--- config.mk ---
export PLATFORM = sky130hd
export DESIGN_NAME = pending_ack_retry_table_top_flat
export DESIGN_NICKNAME = d
export VERILOG_FILES = /design/src/rtl/prt_pkg.sv /design/src/rtl/prt_ifs.sv /design/src/rtl/pending_ack_retry_table_top.sv /design/src/rtl/prt_front.sv /design/src/rtl/prt_queue.sv /design/src/rtl/prt_back.sv /design/src/flat_wrapper.sv
export SDC_FILE = /design/constraint.sdc
export NUM_CORES = 2
export LEC_CHECK = 0
export ABC_AREA = 1
export BUFFER_PORTS_ARGS = -buffer_cell sky130_fd_sc_hd__buf_2
export CORE_ASPECT_RATIO = 1.4
export CORE_MARGIN = 3
export CORE_UTILIZATION = 25
export DETAILED_ROUTE_END_ITERATION = 8
export PLACE_DENSITY_LB_ADDON = 0.25
export SLEW_MARGIN = 10
export SYNTH_ARGS = -nofsm -noshare
export SYNTH_HDL_FRONTEND = slang
export SYNTH_SLANG_ARGS = --single-unit
--- constraint.sdc ---
create_clock -name i_clk -period 6.76 [get_ports i_clk]
set_input_delay 0.676 -clock i_clk [delete_from_list [all_inputs] [get_ports i_clk]]
set_output_delay 0.676 -clock i_clk [all_outputs]
set_load 0.02 [all_outputs]
--- src/rtl/prt_pkg.sv ---
// Package with the shared types and constants of the pending acknowledgement table.
`default_nettype none

package prt_pkg;

    localparam int unsigned SlotW      = 4;
    localparam int unsigned CntW       = 5;
    localparam int unsigned AttW       = 8;
    localparam int unsigned DataW      = 32;
    localparam int unsigned QueueDepth = 2;

    localparam logic [CntW-1:0] MaxReports = 5'd16;

    typedef enum logic [1:0] {
        OP_ADD     = 2'd0,
        OP_RESOLVE = 2'd1,
        OP_TICK    = 2'd2
    } t_op;

    typedef enum logic [2:0] {
        KIND_ADD     = 3'd0,
        KIND_RESOLVE = 3'd1,
        KIND_RETRY   = 3'd2,
        KIND_FAILED  = 3'd3,
        KIND_TICK    = 3'd4
    } t_kind;

    typedef enum logic [1:0] {
        REG_INTERVAL  = 2'd0,
        REG_ATTEMPTS  = 2'd1,
        REG_RETRY_RPT = 2'd2,
        REG_FAIL_RPT  = 2'd3
    } t_reg;

    typedef enum logic [1:0] {
        ST_IDLE   = 2'd0,
        ST_SCAN   = 2'd1,
        ST_FINISH = 2'd2
    } t_state;

    typedef struct packed {
        t_op              op;
        logic [DataW-1:0] msg_id;
        logic [DataW-1:0] dest;
        logic [DataW-1:0] now;
    } t_cmd;

    typedef struct packed {
        logic [DataW-1:0] interval;
        logic [AttW-1:0]  attempt_limit;
        logic [CntW-1:0]  retry_rpt;
        logic [CntW-1:0]  fail_rpt;
    } t_cfg;

    typedef struct packed {
        logic [DataW-1:0] key;
        logic [DataW-1:0] dest;
        logic [DataW-1:0] last;
        logic [AttW-1:0]  att;
    } t_entry;

    typedef struct packed {
        t_kind            kind;
        logic [SlotW-1:0] slot;
        logic             found;
        logic [DataW-1:0] out_id;
        logic [CntW-1:0]  retry_count;
        logic [CntW-1:0]  failed_count;
        logic             final_res;
    } t_res;

endpackage

`default_nettype wire

--- src/rtl/prt_ifs.sv ---
// Valid/ready channel interfaces for the input and result beats.
`default_nettype none

interface prt_in_if;
    logic        valid;
    logic        ready;
    logic [1:0]  operation;
    logic [31:0] msg_id;
    logic [31:0] dest;
    logic [31:0] now;

    modport source (output valid, operation, msg_id, dest, now, input ready);
    modport sink (input valid, operation, msg_id, dest, now, output ready);
endinterface

interface prt_out_if;
    logic        valid;
    logic        ready;
    logic [2:0]  kind;
    logic [3:0]  slot;
    logic        found;
    logic [31:0] out_id;
    logic [4:0]  retry_count;
    logic [4:0]  failed_count;
    logic        final_res;

    modport source (output valid, kind, slot, found, out_id, retry_count, failed_count,
                    final_res, input ready);
    modport sink (input valid, kind, slot, found, out_id, retry_count, failed_count,
                  final_res, output ready);
endinterface

`default_nettype wire

--- src/rtl/pending_ack_retry_table_top.sv ---
// Top level of the pending acknowledgement table with its register port.
//
//   Channel   Direction  Handshake                Content
//   i_in      in         valid/ready              operation, msg_id, dest, now
//   o_out     out        valid/ready              kind, slot, found, out_id, counts, final_res
//   APB       in/out     psel/penable/pwrite      four registers at byte offsets 0, 4, 8, 12
//
// Every operation walks the entry memory one slot per cycle, when not stalled, through its
// single read port: an item is dispatched from idle, scanned and then finished. A stalled
// result beat holds the scan until it is taken; the front register and the two-entry
// command queue keep accepting up to three input beats meanwhile.
// Reset clears the valid bits at once.
`default_nettype none

module pending_ack_retry_table_top #(
    parameter int unsigned ENTRIES = 16
) (
    input  wire logic        i_clk,
    input  wire logic        i_rst_n,
    prt_in_if.sink           i_in,
    prt_out_if.source        o_out,
    input  wire logic        psel,
    input  wire logic        penable,
    input  wire logic        pwrite,
    input  wire logic [3:0]  paddr,
    input  wire logic [31:0] pwdata,
    output logic [31:0]      prdata,
    output logic             pready
);
    import prt_pkg::*;

    t_cfg r_cfg;
    t_cmd front_cmd;
    logic front_valid;
    logic queue_ready;
    t_cmd queue_cmd;
    logic queue_valid;
    logic back_ready;
    t_reg reg_sel;
    logic cfg_wr;

    assign pready  = 1'b1;
    assign reg_sel = t_reg'(paddr[3:2]);
    assign cfg_wr  = psel && penable && pwrite;

    always_ff @(posedge i_clk) begin
        if (!i_rst_n) begin
            r_cfg.interval      <= 32'd5;
            r_cfg.attempt_limit <= 8'd3;
            r_cfg.retry_rpt     <= 5'd16;
            r_cfg.fail_rpt      <= 5'd16;
        end else if (cfg_wr) begin
            case (reg_sel)
                REG_INTERVAL:  r_cfg.interval      <= pwdata;
                REG_ATTEMPTS:  r_cfg.attempt_limit <= pwdata[AttW-1:0];
                REG_RETRY_RPT: r_cfg.retry_rpt     <= pwdata[CntW-1:0];
                REG_FAIL_RPT:  r_cfg.fail_rpt      <= pwdata[CntW-1:0];
                default: begin
                end
            endcase
        end
    end

    always_comb begin
        case (reg_sel)
            REG_INTERVAL:  prdata = r_cfg.interval;
            REG_ATTEMPTS:  prdata = 32'(r_cfg.attempt_limit);
            REG_RETRY_RPT: prdata = 32'(r_cfg.retry_rpt);
            REG_FAIL_RPT:  prdata = 32'(r_cfg.fail_rpt);
            default:       prdata = '0;
        endcase
    end

    prt_front u_front (
        .i_clk       (i_clk),
        .i_rst_n     (i_rst_n),
        .i_in        (i_in),
        .o_cmd       (front_cmd),
        .o_cmd_valid (front_valid),
        .i_cmd_ready (queue_ready)
    );

    prt_queue u_queue (
        .i_clk   (i_clk),
        .i_rst_n (i_rst_n),
        .i_cmd   (front_cmd),
        .i_valid (front_valid),
        .o_ready (queue_ready),
        .o_cmd   (queue_cmd),
        .o_valid (queue_valid),
        .i_ready (back_ready)
    );

    prt_back #(
        .ENTRIES (ENTRIES)
    ) u_back (
        .i_clk       (i_clk),
        .i_rst_n     (i_rst_n),
        .i_cmd       (queue_cmd),
        .i_cmd_valid (queue_valid),
        .o_cmd_ready (back_ready),
        .i_cfg       (r_cfg),
        .o_out       (o_out)
    );

endmodule

`default_nettype wire

--- src/rtl/prt_front.sv ---
// Front end that accepts input beats, decodes the operation and drops unknown codes.
`default_nettype none

module prt_front (
    input  wire logic           i_clk,
    input  wire logic           i_rst_n,
    prt_in_if.sink              i_in,
    output prt_pkg::t_cmd       o_cmd,
    output logic                o_cmd_valid,
    input  wire logic           i_cmd_ready
);
    import prt_pkg::*;

    logic r_vld;
    t_cmd r_cmd;
    logic known;

    assign known = (i_in.operation == OP_ADD) || (i_in.operation == OP_RESOLVE) ||
                   (i_in.operation == OP_TICK);
    assign i_in.ready  = !r_vld || i_cmd_ready;
    assign o_cmd_valid = r_vld;
    assign o_cmd       = r_cmd;

    always_ff @(posedge i_clk) begin
        if (!i_rst_n) begin
            r_vld <= 1'b0;
        end else if (i_in.ready) begin
            r_vld <= i_in.valid && known;
        end
    end

    always_ff @(posedge i_clk) begin
        if (i_in.ready && i_in.valid) begin
            r_cmd.op     <= t_op'(i_in.operation);
            r_cmd.msg_id <= i_in.msg_id;
            r_cmd.dest   <= i_in.dest;
            r_cmd.now    <= i_in.now;
        end
    end

endmodule

`default_nettype wire

--- src/rtl/prt_queue.sv ---
// Short command queue between the front end and the table sequencer.
`default_nettype none

module prt_queue (
    input  wire logic           i_clk,
    input  wire logic           i_rst_n,
    input  wire prt_pkg::t_cmd  i_cmd,
    input  wire logic           i_valid,
    output logic                o_ready,
    output prt_pkg::t_cmd       o_cmd,
    output logic                o_valid,
    input  wire logic           i_ready
);
    import prt_pkg::*;

    localparam int unsigned PtrW = $clog2(QueueDepth);
    localparam int unsigned FillW = $clog2(QueueDepth + 1);

    t_cmd             r_buf [QueueDepth];
    logic [PtrW-1:0]  r_wp;
    logic [PtrW-1:0]  r_rp;
    logic [FillW-1:0] r_cnt;
    logic             push;
    logic             pop;

    assign o_ready = (r_cnt != FillW'(QueueDepth));
    assign o_valid = (r_cnt != '0);
    assign o_cmd   = r_buf[r_rp];
    assign push    = i_valid && o_ready;
    assign pop     = o_valid && i_ready;

    always_ff @(posedge i_clk) begin
        if (!i_rst_n) begin
            r_wp  <= '0;
            r_rp  <= '0;
            r_cnt <= '0;
        end else begin
            if (push) begin
                r_wp <= r_wp + 1'b1;
            end
            if (pop) begin
                r_rp <= r_rp + 1'b1;
            end
            if (push && !pop) begin
                r_cnt <= r_cnt + 1'b1;
            end else if (pop && !push) begin
                r_cnt <= r_cnt - 1'b1;
            end
        end
    end

    always_ff @(posedge i_clk) begin
        if (push) begin
            r_buf[r_wp] <= i_cmd;
        end
    end

endmodule

`default_nettype wire

--- src/rtl/prt_back.sv ---
// Table sequencer: walks the entry memory one slot per cycle unless stalled, emits result beats.
`default_nettype none

module prt_back #(
    parameter int unsigned ENTRIES = 16
) (
    input  wire logic           i_clk,
    input  wire logic           i_rst_n,
    input  wire prt_pkg::t_cmd  i_cmd,
    input  wire logic           i_cmd_valid,
    output logic                o_cmd_ready,
    input  wire prt_pkg::t_cfg  i_cfg,
    prt_out_if.source           o_out
);
    import prt_pkg::*;

    localparam int unsigned IdxW = (ENTRIES > 1) ? $clog2(ENTRIES) : 1;
    localparam int unsigned PosW = $clog2(ENTRIES + 1);

    t_entry             r_mem [ENTRIES];
    t_entry             r_rdata;
    logic [ENTRIES-1:0] r_valid;
    t_state             r_state;
    t_state             n_state;
    t_cmd               r_cmd;
    logic [PosW-1:0]    r_rd_idx;
    logic [IdxW-1:0]    r_ev_idx;
    logic               r_ev_vld;
    logic               r_hit;
    logic [IdxW-1:0]    r_hit_idx;
    logic               r_free;
    logic [IdxW-1:0]    r_free_idx;
    logic [IdxW-1:0]    r_min_idx;
    logic [DataW-1:0]   r_min_last;
    logic [CntW-1:0]    r_nr;
    logic [CntW-1:0]    r_nf;
    logic [CntW-1:0]    r_nk;
    logic               r_out_vld;
    t_res               r_out;

    logic             out_free;
    logic             ev_valid;
    logic             due;
    logic             retry;
    logic             act;
    logic             rep_ok;
    logic             emit_scan;
    logic             stall;
    logic             adv;
    logic             rd_en;
    logic             start;
    logic             fin_go;
    logic             scan_end;
    logic [IdxW-1:0]  add_slot;
    logic             wr_en;
    logic [IdxW-1:0]  wr_addr;
    t_entry           wr_data;
    t_res             scan_res;
    t_res             fin_res;

    assign out_free  = !r_out_vld || o_out.ready;
    assign ev_valid  = r_valid[r_ev_idx];
    assign due       = (r_cmd.now - r_rdata.last) >= i_cfg.interval;
    assign retry     = r_rdata.att < i_cfg.attempt_limit;
    assign act       = (r_state == ST_SCAN) && r_ev_vld && (r_cmd.op == OP_TICK) &&
                       ev_valid && due;
    assign rep_ok    = (r_nk < MaxReports) &&
                       (retry ? (r_nr < i_cfg.retry_rpt) : (r_nf < i_cfg.fail_rpt));
    assign emit_scan = act && rep_ok;
    assign stall     = emit_scan && !out_free;
    assign adv       = (r_state == ST_SCAN) && !stall;
    assign rd_en     = adv && (r_rd_idx != PosW'(ENTRIES));
    assign scan_end  = (r_rd_idx == PosW'(ENTRIES)) && !r_ev_vld;
    assign fin_go    = (r_state == ST_FINISH) && out_free;
    assign start     = (r_state == ST_IDLE) && i_cmd_valid;
    assign add_slot  = r_hit ? r_hit_idx : (r_free ? r_free_idx : r_min_idx);

    always_comb begin
        n_state     = r_state;
        o_cmd_ready = 1'b0;
        case (r_state)
            ST_IDLE: begin
                o_cmd_ready = 1'b1;
                if (i_cmd_valid) begin
                    n_state = ST_SCAN;
                end
            end
            ST_SCAN: begin
                if (scan_end) begin
                    n_state = ST_FINISH;
                end
            end
            ST_FINISH: begin
                if (out_free) begin
                    n_state = ST_IDLE;
                end
            end
            default: begin
                n_state = ST_IDLE;
            end
        endcase
    end

    always_comb begin
        wr_en   = 1'b0;
        wr_addr = r_ev_idx;
        wr_data = r_rdata;
        if (act && retry && !stall) begin
            wr_en        = 1'b1;
            wr_data.att  = r_rdata.att + 1'b1;
            wr_data.last = r_cmd.now;
        end else if (fin_go && (r_cmd.op == OP_ADD)) begin
            wr_en        = 1'b1;
            wr_addr      = add_slot;
            wr_data.key  = r_cmd.msg_id;
            wr_data.dest = r_cmd.dest;
            wr_data.last = r_cmd.now;
            wr_data.att  = AttW'(1);
        end
    end

    always_comb begin
        scan_res              = '0;
        scan_res.kind         = retry ? KIND_RETRY : KIND_FAILED;
        scan_res.slot         = SlotW'(r_ev_idx);
        scan_res.out_id       = r_rdata.key;
        fin_res               = '0;
        fin_res.final_res     = 1'b1;
        case (r_cmd.op)
            OP_ADD: begin
                fin_res.kind = KIND_ADD;
                fin_res.slot = SlotW'(add_slot);
            end
            OP_RESOLVE: begin
                fin_res.kind  = KIND_RESOLVE;
                fin_res.found = r_hit;
                fin_res.slot  = r_hit ? SlotW'(r_hit_idx) : '0;
            end
            default: begin
                fin_res.kind         = KIND_TICK;
                fin_res.retry_count  = r_nr;
                fin_res.failed_count = r_nf;
            end
        endcase
    end

    always_ff @(posedge i_clk) begin
        if (!i_rst_n) begin
            r_state   <= ST_IDLE;
            r_out_vld <= 1'b0;
            r_ev_vld  <= 1'b0;
            r_valid   <= '0;
        end else begin
            r_state <= n_state;
            if ((emit_scan && !stall) || fin_go) begin
                r_out_vld <= 1'b1;
            end else if (o_out.ready) begin
                r_out_vld <= 1'b0;
            end
            if (start) begin
                r_ev_vld <= 1'b0;
            end else if (adv) begin
                r_ev_vld <= rd_en;
            end
            if (act && !retry && !stall) begin
                r_valid[r_ev_idx] <= 1'b0;
            end
            if (fin_go && (r_cmd.op == OP_ADD)) begin
                r_valid[add_slot] <= 1'b1;
            end
            if (fin_go && (r_cmd.op == OP_RESOLVE) && r_hit) begin
                r_valid[r_hit_idx] <= 1'b0;
            end
        end
    end

    always_ff @(posedge i_clk) begin
        if (start) begin
            r_cmd    <= i_cmd;
            r_rd_idx <= '0;
            r_hit    <= 1'b0;
            r_free   <= 1'b0;
            r_nr     <= '0;
            r_nf     <= '0;
            r_nk     <= '0;
        end else if (adv) begin
            if (rd_en) begin
                r_rd_idx <= r_rd_idx + 1'b1;
                r_ev_idx <= r_rd_idx[IdxW-1:0];
            end
            if (r_ev_vld) begin
                if (!r_hit && ev_valid && (r_rdata.key == r_cmd.msg_id)) begin
                    r_hit     <= 1'b1;
                    r_hit_idx <= r_ev_idx;
                end
                if (!r_free && !ev_valid) begin
                    r_free     <= 1'b1;
                    r_free_idx <= r_ev_idx;
                end
                if ((r_ev_idx == '0) || (r_rdata.last < r_min_last)) begin
                    r_min_idx  <= r_ev_idx;
                    r_min_last <= r_rdata.last;
                end
            end
            if (emit_scan) begin
                r_nk <= r_nk + 1'b1;
                if (retry) begin
                    r_nr <= r_nr + 1'b1;
                end else begin
                    r_nf <= r_nf + 1'b1;
                end
            end
        end
    end

    always_ff @(posedge i_clk) begin
        if (emit_scan && !stall) begin
            r_out <= scan_res;
        end else if (fin_go) begin
            r_out <= fin_res;
        end
    end

    always_ff @(posedge i_clk) begin
        if (rd_en) begin
            r_rdata <= r_mem[r_rd_idx[IdxW-1:0]];
        end
        if (wr_en) begin
            r_mem[wr_addr] <= wr_data;
        end
    end

    assign o_out.valid        = r_out_vld;
    assign o_out.kind         = r_out.kind;
    assign o_out.slot         = r_out.slot;
    assign o_out.found        = r_out.found;
    assign o_out.out_id       = r_out.out_id;
    assign o_out.retry_count  = r_out.retry_count;
    assign o_out.failed_count = r_out.failed_count;
    assign o_out.final_res    = r_out.final_res;

endmodule

`default_nettype wire
--- src/flat_wrapper.sv ---
// flat-port wrapper written by rule: the top's interface ports become plain ports
module pending_ack_retry_table_top_flat import prt_pkg::*;
#(
    parameter int unsigned ENTRIES = 16
)
  (i_clk, i_rst_n, psel, penable, pwrite, paddr, pwdata, prdata, pready, i_in_valid, i_in_operation, i_in_msg_id, i_in_dest, i_in_now, i_in_ready, o_out_valid, o_out_kind, o_out_slot, o_out_found, o_out_out_id, o_out_retry_count, o_out_failed_count, o_out_final_res, o_out_ready);
  prt_in_if i_in_i ();
  prt_out_if o_out_i ();
  input  wire logic i_clk;
  input  wire logic i_rst_n;
  input  wire logic psel;
  input  wire logic penable;
  input  wire logic pwrite;
  input  wire logic [3:0] paddr;
  input  wire logic [31:0] pwdata;
  output logic [31:0] prdata;
  output logic pready;
  input wire logic [$bits(i_in_i.valid)-1:0] i_in_valid;
  input wire logic [$bits(i_in_i.operation)-1:0] i_in_operation;
  input wire logic [$bits(i_in_i.msg_id)-1:0] i_in_msg_id;
  input wire logic [$bits(i_in_i.dest)-1:0] i_in_dest;
  input wire logic [$bits(i_in_i.now)-1:0] i_in_now;
  output wire logic [$bits(i_in_i.ready)-1:0] i_in_ready;
  output wire logic [$bits(o_out_i.valid)-1:0] o_out_valid;
  output wire logic [$bits(o_out_i.kind)-1:0] o_out_kind;
  output wire logic [$bits(o_out_i.slot)-1:0] o_out_slot;
  output wire logic [$bits(o_out_i.found)-1:0] o_out_found;
  output wire logic [$bits(o_out_i.out_id)-1:0] o_out_out_id;
  output wire logic [$bits(o_out_i.retry_count)-1:0] o_out_retry_count;
  output wire logic [$bits(o_out_i.failed_count)-1:0] o_out_failed_count;
  output wire logic [$bits(o_out_i.final_res)-1:0] o_out_final_res;
  input wire logic [$bits(o_out_i.ready)-1:0] o_out_ready;
  assign i_in_i.valid = i_in_valid;
  assign i_in_i.operation = i_in_operation;
  assign i_in_i.msg_id = i_in_msg_id;
  assign i_in_i.dest = i_in_dest;
  assign i_in_i.now = i_in_now;
  assign i_in_ready = i_in_i.ready;
  assign o_out_valid = o_out_i.valid;
  assign o_out_kind = o_out_i.kind;
  assign o_out_slot = o_out_i.slot;
  assign o_out_found = o_out_i.found;
  assign o_out_out_id = o_out_i.out_id;
  assign o_out_retry_count = o_out_i.retry_count;
  assign o_out_failed_count = o_out_i.failed_count;
  assign o_out_final_res = o_out_i.final_res;
  assign o_out_i.ready = o_out_ready;
  pending_ack_retry_table_top #(.ENTRIES(ENTRIES)) u_core (.i_clk(i_clk), .i_rst_n(i_rst_n), .i_in(i_in_i), .o_out(o_out_i), .psel(psel), .penable(penable), .pwrite(pwrite), .paddr(paddr), .pwdata(pwdata), .prdata(prdata), .pready(pready));
endmodule
==> results.md <==
- The library cell used most frequently in the layout, excluding fill and tap cells, is sky130_fd_sc_hd__edfxtp_1.
- After the last flow step, the layout net total stands at 6099.
- The tightest min-delay check is of the primary input to register type.
- In the synthesized netlist the async set-or-reset flop fraction comes to 0%.
- The HPWL after detailed placement is 122000 microns.
- Routability-driven placement finished with a final weighted congestion of 0.844.
- The via density per instance is 4.62.
- For this run, the top clock speed supported by timing is 166 MHz.
- In this run the tool buffered the top-level ports with 191 buffer cells.
- The number of gates resized after CTS was 0.
- The synthesized netlist net count is 5838.
- For the pin with the worst max-slew slack, the measured transition is 1.27 ns.
- The startpoint identified for the worst register-to-register timing path is u_core.u_back.r_rdata[10]$_DFFE_PP_.
- The total routing resource utilization after global routing is 14.4%.
- The worst setup path is launched from a register.
- The sequential fraction of the synthesis area is 72.7%.
- The startpoint of the most critical hold path is i_in_now[7].
- The wire length per cell is 21.6 microns.
- The sum of internal, switching and leakage power is 32.8 mW.
- The cell sitting at the root of the clock tree is a sky130_fd_sc_hd__clkbuf_16.
- STA puts the critical path data arrival time at 6.45 ns.
- The initial antenna violation count is 9.
- The number of buffers created by CTS is 176.
- The clock tree from TritonCTS is built.
- The clock tree synthesis step divided the H-tree into 4 levels.
- The leftover overflow at the end of global routing is 0.
- Hold timing on the final database bottoms out at a slack of 0.0747 ns.
- The instance count of the mapped netlist is 5580.
- The total power per unit cell area is 410 nW/um^2.
- The final routed wirelength across all metal layers is 206000 microns.
- The leakage power is 27.1 nW.
- The share of final-layout standard cells stronger than drive strength 1 is 10.2%.
- The synthesized area is 68100 sq um.
- The netlist uses 49 different library cells.
- Pin placement for this block handled 227 I/O pins.
- The initial core utilization is 25.1%.
- Among the stages of the critical path, the cell type that occurs most often is sky130_fd_sc_hd__nand2_1.
- Summing over every cut layer, the via total after detailed routing is 44.0k.
- In this run the worst path has a maximum fanout of 44.
- Setup repair after global routing left no endpoint under its margin.
- The final standard cell utilization of the core is 29.5%.
- The mean area per synthesized cell is 12.2 sq um.
- The clock passes through at most 3 buffers.
- In this run, synthesis inferred 1575 flip-flops with an integrated enable.
- The number of max-slew violations in the final report is 0.
- The total count of hold-check failures in the final report is 0.
- The core region is 271000 sq um.
- The Yosys step of the flow raised 0 warnings.
- Summed over all nets, wire length on met3 after detailed routing comes to 7380 microns.
- The worst setup path is captured at a register.
- The worst ir drop on vdd is 304 uV.
- Clock-pin slew was measured on the worst setup and hold paths at 0.06 ns.
- Detailed routing placed a total of 109000 microns of wire on met2.
- In this run, placement finished with an instance count of 9143.
- The run finished with clean final reports.
- Entering global routing, the biggest net connects 189 pins.
- The via count of the first global-routing pass was 43.5k.
- From synthesis to final layout, the design area changed by 17.6%.
- The maximum clock skew at final layout is 0.0438 ns.
- The minimum clock period after layout is 6.01 ns.
- Headroom to the max-slew limit came out at 15.0%.
- The chip height is 623 microns.
- For this design, the slowest cell found on the critical path is sky130_fd_sc_hd__nand2_4.
- The number of buffers and inverters on the critical path is 3.
- The standard-cell row count is 226.
- The overall die area is 279000 sq um.
- The die is 447 microns wide.
- Broken down by cell family, the worst path's largest delay share belongs to simple AND/OR/NAND/NOR gates.
- The critical path launch point is u_core.u_back.r_rdata[10]$_DFFE_PP_.
- The worst path required time is 7.20 ns.
- Across all setup checks in the final design, the least slack found is 0.749 ns.
- The number of fill cells is 27.5k.
- In the layout the commonest cells are sky130_fd_sc_hd__edfxtp_1 (1575), sky130_fd_sc_hd__nand2_1 (835), sky130_fd_sc_hd__nor2_1 (772), sky130_fd_sc_hd__o21ai_0 (725), sky130_fd_sc_hd__o22ai_1 (294).
- The flip-flop and latch count after synthesis is 1684.
- The highest layer used for signal routing is met4.
- Before antenna repair, the detailed router went through 6 iterations.
- The detailed router's first-iteration violation count is 3443.
- The global-route wire length before repair is 297000 microns.
- The worst setup path is of the register to register kind.
- The biggest cell delay along the critical path is 0.52 ns.
- The number of maximum-capacitance violations is 0.
- The clock latency reported for the late side of the worst-skew pair is 0.82 ns.
- The primary flip-flop cell chosen by synthesis mapping is sky130_fd_sc_hd__edfxtp_1.
- Once detail routing completed, the nets flagged for antenna violations numbered 0.
- In the routed design, unresolved DRC markers number 0.
- Prior to clock tree synthesis, the placed netlist has a worst setup slack of 0.664 ns.
- For this block, wires on met1 add up to 82000 microns.
- The count of final setup violators is 0.
- The number of sinks handled by clock tree synthesis is 1684.
- Across all register-to-register paths, the minimum setup slack is 0.75 ns.
- The post-route non-filler standard cell count is 9526.
- The final clock period utilization by the worst path is 88.9%.
timing repair:
action,in CTS,in global routing
endpoints found under the setup margin,0,0
setup buffers,0,0
endpoints found under the hold margin,54,0
hold buffers,54,0
through the flow:
step                      setup TNS (ns)  cell area (sq um)
after global routing                   0              80000
final                                  0              80000
after global placement                 0              73800
after floorplan                  -145.53              68100
after CTS                              0              80000
after detailed placement               0              73800
kinds of logic after synthesis:
kind of cell	Yosys count	share of synthesized area [%]
buf+inv	587	3.30
flops	1684	72.7
fa+ha+maj	117	2.16
compound gates	1284	10.1
xor+xnor	50	0.643
other cells	1	0.00551
simple gates	1857	11.0
registers in the layout (all words and copies together), names as in the netlist, 16 cells and up:
signal / flops
u_core.u_queue.r_buf: 132
u_core.u_front.o_cmd: 66
u_core.r_cfg: 50
u_core.u_back.o_out.out_id: 32
u_core.u_back.r_rdata: 72
u_core.u_back.r_min_last: 32
u_core.u_back.r_mem: 1152
u_core.u_back.r_cmd: 66
u_core.u_back.r_valid: 16
path summary, 6_finish.rpt:
path         cells after the start                               endpoint
max                             27  u_core.u_back.r_mem[11][96]$_DFFE_PP_
max reg2reg                     27  u_core.u_back.r_mem[11][96]$_DFFE_PP_
min reg2reg                      0  u_core.u_queue.r_buf[1][81]$_DFFE_PP_
min                              1      u_core.u_front.o_cmd[7]$_DFFE_PP_
Yosys cell counts (all sizes together) (2+ instances only):
| cell type | count | area, sq um |
|---|---|---|
| clkbuf | 247 | 927 |
| inv | 304 | 1140 |
| dfxtp | 109 | 2180 |
| ha | 116 | 1450 |
| nand2 | 840 | 3170 |
| a2111oi | 2 | 17.5 |
| nand3 | 73 | 388 |
| xnor2 | 24 | 210 |
| nand4 | 106 | 693 |
| a211oi | 2 | 15.0 |
| o22ai | 294 | 1840 |
| o21bai | 2 | 15.0 |
| edfxtp | 1575 | 47300 |
| buf | 35 | 173 |
| nor3b | 3 | 22.5 |
| o2111ai | 3 | 26.3 |
| a21boi | 2 | 15.0 |
| a22oi | 10 | 75.1 |
| a31oi | 5 | 31.3 |
| o21a | 6 | 45.0 |
| xor2 | 26 | 228 |
| o21ai | 771 | 3860 |
| nor2 | 800 | 3040 |
| nor4 | 8 | 50.1 |
| a21oi | 175 | 876 |
| o211ai | 10 | 75.1 |
| nor3 | 25 | 135 |
report_power, final:
| part | total (mW) | internal [mW] | switching (mW) |
|---|---|---|---|
| Clock | 9.47 | 5.37 | 4.10 |
| Sequential | 13.6 | 13.0 | 0.579 |
| Combinational | 9.69 | 2.74 | 6.95 |
layer usage:
layer,global-route usage (%),vias to the layer above
li1,-,20600
met1,17.0,22200
met2,26.2,982
met3,1.85,278
met4,5.53,0
met5,0,-
layout make-up:
type	instances	area (sq um)	area share [%]
antenna	6	15.0	0.0188
clock buffer	227	4720	5.90
clock inverter	96	896	1.12
inverter	305	1170	1.46
multi-input combinational	3309	16500	20.6
sequential	1684	49500	61.9
tap	3534	4420	5.53
timing repair buffer	365	2780	3.47
Power figures use the tool's default switching activity.
